==> src/hw/rtl/bot_pkg.sv <==
`timescale 1ns / 1ps

package bot_pkg;

    localparam int MAX_COLUMNS_DEF = 64;
    localparam int MAX_ROWS_DEF    = 64;

    localparam int ROW_BITS_W  = 64;
    localparam int OP_W        = 2;
    localparam int ROW_INDEX_W = 6;
    localparam int COORD_W     = 8;
    localparam int CFG_W       = 7;
    localparam int CFG_INDEX_W = 2;
    localparam int SHIFT_AMT_W = 8;

    typedef enum logic [OP_W-1:0] {
        OP_WRITE_A   = 2'd0,
        OP_WRITE_B   = 2'd1,
        OP_INTERSECT = 2'd2,
        OP_COVERS    = 2'd3
    } op_t;

    localparam logic [CFG_INDEX_W-1:0] CFG_WIDTH_A  = 2'd0;
    localparam logic [CFG_INDEX_W-1:0] CFG_HEIGHT_A = 2'd1;
    localparam logic [CFG_INDEX_W-1:0] CFG_WIDTH_B  = 2'd2;
    localparam logic [CFG_INDEX_W-1:0] CFG_HEIGHT_B = 2'd3;

    typedef enum logic [1:0] {
        ST_CLEAR,
        ST_IDLE,
        ST_COVER,
        ST_SCAN
    } state_t;

    typedef struct packed {
        logic                   left;
        logic [SHIFT_AMT_W-1:0] amount;
    } shift_ctl_t;

endpackage

==> src/hw/rtl/bot_shift_unit.sv <==
`timescale 1ns / 1ps

// Shared shift / AND / any-bit unit: |(mask & (operand shifted)).
module bot_shift_unit #(
    parameter int WIDTH = 64
) (
    input  logic [WIDTH-1:0]      mask,
    input  logic [WIDTH-1:0]      operand,
    input  bot_pkg::shift_ctl_t   ctl,
    output logic                  any
);

    logic [WIDTH-1:0] shifted;

    always_comb
    begin
        // shift amounts at or beyond WIDTH give zero, dropping every bit
        if (ctl.left)
        begin
            shifted = operand << ctl.amount;
        end
        else
        begin
            shifted = operand >> ctl.amount;
        end
    end

    assign any = |(mask & shifted);

endmodule
==> config.mk <==
export PLATFORM = sky130hd
export DESIGN_NAME = bot_shift_unit
export DESIGN_NICKNAME = d
export VERILOG_FILES = /design/src/hw/rtl/bot_pkg.sv /design/src/hw/rtl/bot_shift_unit.sv
export SDC_FILE = /design/constraint.sdc
export NUM_CORES = 1
export LEC_CHECK = 0
export BUFFER_PORTS_ARGS = -buffer_cell sky130_fd_sc_hd__clkbuf_2
export CAP_MARGIN = 15
export CELL_PAD_IN_SITES_DETAIL_PLACEMENT = 1
export CELL_PAD_IN_SITES_GLOBAL_PLACEMENT = 1
export CORE_MARGIN = 3
export CORE_UTILIZATION = 45
export DETAILED_ROUTE_END_ITERATION = 6
export MAX_ROUTING_LAYER = met4
export PLACE_DENSITY_LB_ADDON = 0.1
export SETUP_SLACK_MARGIN = 0.1
export SLEW_MARGIN = 20
export SYNTH_ARGS = -nofsm -noshare
export SYNTH_HDL_FRONTEND = slang
export SYNTH_SLANG_ARGS = --single-unit
==> constraint.sdc <==
create_clock -name vclk -period 5.5
set_input_delay 1.1 -clock vclk [all_inputs]
set_output_delay 1.1 -clock vclk [all_outputs]
set_load 0.05 [all_outputs]
==> flow_metrics.env, run 1 <==
export IMPL_grt_max_degree=34
export IMPL_ios=138
export IMPL_holdBufCountCts=0
export IMPL_endpoint_type="output port"
export IMPL_postPlaceCellArea_um2=16400
export IMPL_grt_use_total=0.781
export IMPL_netlist_area_um2=12400
export IMPL_crit_endpoint="any"
export IMPL_rows=60
export IMPL_netlist_top_cells_area="mux4_2 25%, mux2i_1 11%, mux2_2 6.4%"
export IMPL_fp_dieW_um=172
export IMPL_initial_core_util=0.458
export IMPL_stop_error="[ERROR GRT-0232] Routing congestion too high. Check the congestion heatmap in the GUI."
export IMPL_io_buffers=138
export IMPL_syn_area_per_cell_um2=8.13
export IMPL_yosysSeqAreaShare=0
export IMPL_syn_inst=1520
export IMPL_netlist_area_leader_share=0.248
export IMPL_ys_types=90
export IMPL_gp_congestion=1.47
export IMPL_lastStage="5_1_grt"
export IMPL_synth_largest_area_cell="mux4_2"
export IMPL_status="stopped before the end"
export IMPL_die_h_um=172
export IMPL_pre_cts_slack_ns=-0.382
export IMPL_grt_remaining_overflow=76
export IMPL_yosys_warnings=0
export IMPL_synth_nets=1657
export IMPL_dp_hpwl_um=72600
-- what timing repair did --
action,in CTS
resized for setup,119
gates cloned,3
hold endpoints to repair,0
pin swaps,22
setup endpoints to repair,1
setup buffers,12
-- synthesized netlist by cell type, types with 6 or more instances --
| cell type | number |
|---|---|
| a211o_1 | 15 |
| a211oi_1 | 23 |
| a21o_1 | 9 |
| a21oi_1 | 52 |
| a221o_1 | 7 |
| a221oi_1 | 20 |
| a22o_1 | 9 |
| a22oi_1 | 24 |
| a2bb2oi_1 | 6 |
| a31oi_1 | 19 |
| a32oi_1 | 8 |
| and2_1 | 16 |
| and3_1 | 9 |
| buf_1 | 13 |
| buf_2 | 49 |
| buf_4 | 19 |
| buf_6 | 16 |
| clkbuf_1 | 117 |
| mux2_2 | 70 |
| mux2i_1 | 141 |
| mux4_2 | 136 |
| nand2_1 | 112 |
| nand2b_1 | 13 |
| nand3_1 | 40 |
| nand4_1 | 21 |
| nor2_1 | 81 |
| nor2b_1 | 26 |
| nor3_1 | 38 |
| nor4_1 | 10 |
| o2111ai_1 | 22 |
| o211a_1 | 8 |
| o211ai_1 | 27 |
| o21a_1 | 7 |
| o21ai_0 | 77 |
| o21ai_1 | 6 |
| o221ai_1 | 23 |
| o22a_1 | 8 |
| o22ai_1 | 59 |
| o31ai_1 | 13 |
| o32ai_1 | 12 |
| or2_2 | 12 |
| or3_1 | 12 |
| or3b_2 | 8 |
| or4_1 | 7 |
-- per-layer routing --
layer / GRT overflow / track usage
met5: - / -
met4: 34 / 0.733
met3: 2 / 0.655
met2: 39 / 0.903
met1: 1 / 0.777
-- cells by family after synthesis --
| family | Yosys count | share of synthesized area |
|---|---|---|
| buffers and inverters | 225 | 0.0890 |
| AND/OR/NAND/NOR | 433 | 0.180 |
| multiplexers | 354 | 0.433 |
| AO/OA/AOI/OAI | 508 | 0.298 |
-- per-stage QoR --
stage,hold slack (ns),instances
after CTS,2.98,2281
after detailed placement,3.06,2266
after floorplan,2.86,1520
after global placement,3.04,2266
==> run 2: changes to the inputs <==
==> config.mk (replaced) <==
export PLATFORM = sky130hd
export DESIGN_NAME = bot_shift_unit
export DESIGN_NICKNAME = d
export VERILOG_FILES = /design/src/hw/rtl/bot_pkg.sv /design/src/hw/rtl/bot_shift_unit.sv
export SDC_FILE = /design/constraint.sdc
export NUM_CORES = 1
export LEC_CHECK = 0
export BUFFER_PORTS_ARGS = -buffer_cell sky130_fd_sc_hd__clkbuf_2
export CAP_MARGIN = 15
export CORE_MARGIN = 3
export CORE_UTILIZATION = 30
export DETAILED_ROUTE_END_ITERATION = 6
export PLACE_DENSITY_LB_ADDON = 0.15
export SLEW_MARGIN = 20
export SYNTH_ARGS = -nofsm -noshare
export SYNTH_HDL_FRONTEND = slang
export SYNTH_SLANG_ARGS = --single-unit
==> flow_metrics.env, run 2 <==
export IMPL_status="finished, violations left"
export IMPL_violations="negative setup slack"
export IMPL_netlist_area_um2=12400
export IMPL_slew_limit_headroom=0.367
export IMPL_yosys_warnings=0
export IMPL_rows=73
export IMPL_drc=0
export IMPL_final_net_count=2296
export IMPL_grt_pass1_vias=17700
export IMPL_syn_area_per_cell_um2=8.13
export IMPL_routedWlPerCell_um=38.5
export IMPL_design_seq_count=0
export IMPL_min_period_over_period=1.07
export IMPL_io_buffers=138
export IMPL_slew_violations=0
export IMPL_cp_end_kind="primary output"
export IMPL_die_area_um2=43700
export IMPL_setup_viol=1
export IMPL_netlist_top_cells_area="mux4_2 25%, mux2i_1 11%, mux2_2 6.4%"
export IMPL_rsz0062_at_grt="yes"
export IMPL_fillerInstances=4122
export IMPL_path_class="input pin to primary output"
export IMPL_synth_nets=1657
export IMPL_wirelength_um=103000
export IMPL_grt_use_total=0.448
export IMPL_final_common_cell="buf_4"
export IMPL_cp_max_fo=8
export IMPL_fmax_ghz=0.170
export IMPL_cp_startpoint="ctl[2]"
export IMPL_ios=138
export IMPL_worstPathRequired_ns=4.40
export IMPL_fin_crit_ns=5.89
export IMPL_dp_hpwl_um=85200
export IMPL_synthTopCellsByCount="141 x mux2i_1, 136 x mux4_2, 117 x clkbuf_1"
export IMPL_start_kind="input pin"
export IMPL_dr_pass1_iters=6
export IMPL_worstMarginPinSlew_ns=0.941
export IMPL_via_count=18800
export IMPL_p_leak_nw=8.02
export IMPL_dr_first_iter_drc_count=3114
export IMPL_pre_cts_slack_ns=-0.675
export IMPL_grt_remaining_overflow=0
export IMPL_antenna_found_initial=3
export IMPL_peakVddDrop_uv=64.6
export IMPL_initial_core_util=0.307
export IMPL_holdBufCountCts=0
export IMPL_power_density_nw_per_um2=112
export IMPL_antenna_left=0
export IMPL_finalHoldViolCount=0
export IMPL_seq_area_um2=0
export IMPL_die_h_um=209
export IMPL_max_cap_viol_count=0
export IMPL_endpoint="any"
export IMPL_synth_largest_area_cell="mux4_2"
export IMPL_critPathArrivalTime_ns=4.79
export IMPL_layout_common_cells="662 x buf_4, 136 x mux4_2, 133 x mux2i_1, 133 x clkbuf_2, 112 x nand2_1"
export IMPL_fp_dieW_um=209
export IMPL_ys_types=90
export IMPL_clkbuf_count=0
export IMPL_grt_max_degree=38
export IMPL_netlist_area_leader_share=0.248
export IMPL_drive_gt1_frac=0.523
export IMPL_viasPerCell=7.02
export IMPL_gp_congestion=1.09
export IMPL_worst_hold_path_type="input pin to primary output"
export IMPL_yosysSeqAreaShare=0
export IMPL_grt_pass1_wl_um=142000
export IMPL_yosysMostFrequentCell="mux2i_1"
export IMPL_syn_inst=1520
export IMPL_finalCoreUtilization=0.470
export IMPL_worst_slack_ns=-0.387
export IMPL_core_um2=40200
export IMPL_syn2layout_area_growth_pct=52.7
run 2: worst min-delay path by stage:
stage,startpoint,endpoint,slack [ns],cells past startpoint
2_1_floorplan,mask[18],any,2.86,4
3_3_place_gp,mask[18],any,3.03,6
3_5_place_dp,mask[18],any,3.03,6
4_1_cts,mask[18],any,2.96,6
5_1_grt,mask[18],any,3.00,6
6_report,mask[18],any,2.97,6
run 2: metal layers:
metal  vias up  part of all wire  global-route usage
met5         -                 0                   0
met4         0             0.071               0.219
li1       7515                 -                   -
met1      9188              0.38               0.611
met3       359              0.14               0.130
met2      1767              0.41               0.648
run 2: critical path, stage by stage:
cell       delay [ns]
buf_12           0.12
buf_8            0.13
mux4_2           0.53
buf_6            0.14
mux2_4           0.26
a222oi_1         0.55
buf_4            0.23
o32a_1           0.20
a211o_1          0.17
o2111ai_2        0.15
a2111oi_2        0.32
nand4_1          0.19
or4b_4           0.52
buf_8            0.17
run 2: per-stage QoR:
stage / hold WS [ns] / std cells / total power, mW / TNS [ns] / area, µm²
6_report: 2.97 / 2683 / 2.12 / -0.387 / 18900
5_1_grt: 3.00 / 2682 / 2.15 / -0.451 / 18900
4_1_cts: 2.96 / 2658 / 1.98 / -0.253 / 18500
3_5_place_dp: 3.03 / 2649 / 1.95 / -0.675 / 18200
3_3_place_gp: 3.03 / 2649 / 1.95 / -0.719 / 18200
2_1_floorplan: 2.86 / 1520 / 0.870 / 0 / 12400
run 2: power by group:
group          switching (mW)  internal [mW]
registers                   0              0
clock network               0  0.00000000153
logic                    1.19          0.933
run 2: timing repair:
| action | in CTS | in global routing |
|---|---|---|
| setup endpoints to repair | 1 | 1 |
| pin swaps | 10 | 7 |
| setup buffers | 9 | 21 |
| resized for setup | 42 | 29 |
| cloned | 0 | 3 |
run 2: kinds of logic (layout without fill, tap and decap cells):
kind of cell           Yosys count  count (layout)  share of synthesized area
other                            0               1                          0
AO/OA/AOI/OAI                  508             508                      0.298
buffers and inverters          225             862                     0.0890
AND/OR/NAND/NOR                433             433                      0.180
multiplexers                   354             354                      0.433
run 2: final cells by class:
cell class                 instances  area [µm²]  share of cell area
timing repair buffer             851        6690               0.354
multi-input combinational       1295       11500               0.608
inverter                          11        46.3             0.00245
tap                              525         657              0.0348
antenna                            1        2.50            0.000133
Note: power is estimated with default switching activity, not from simulation.
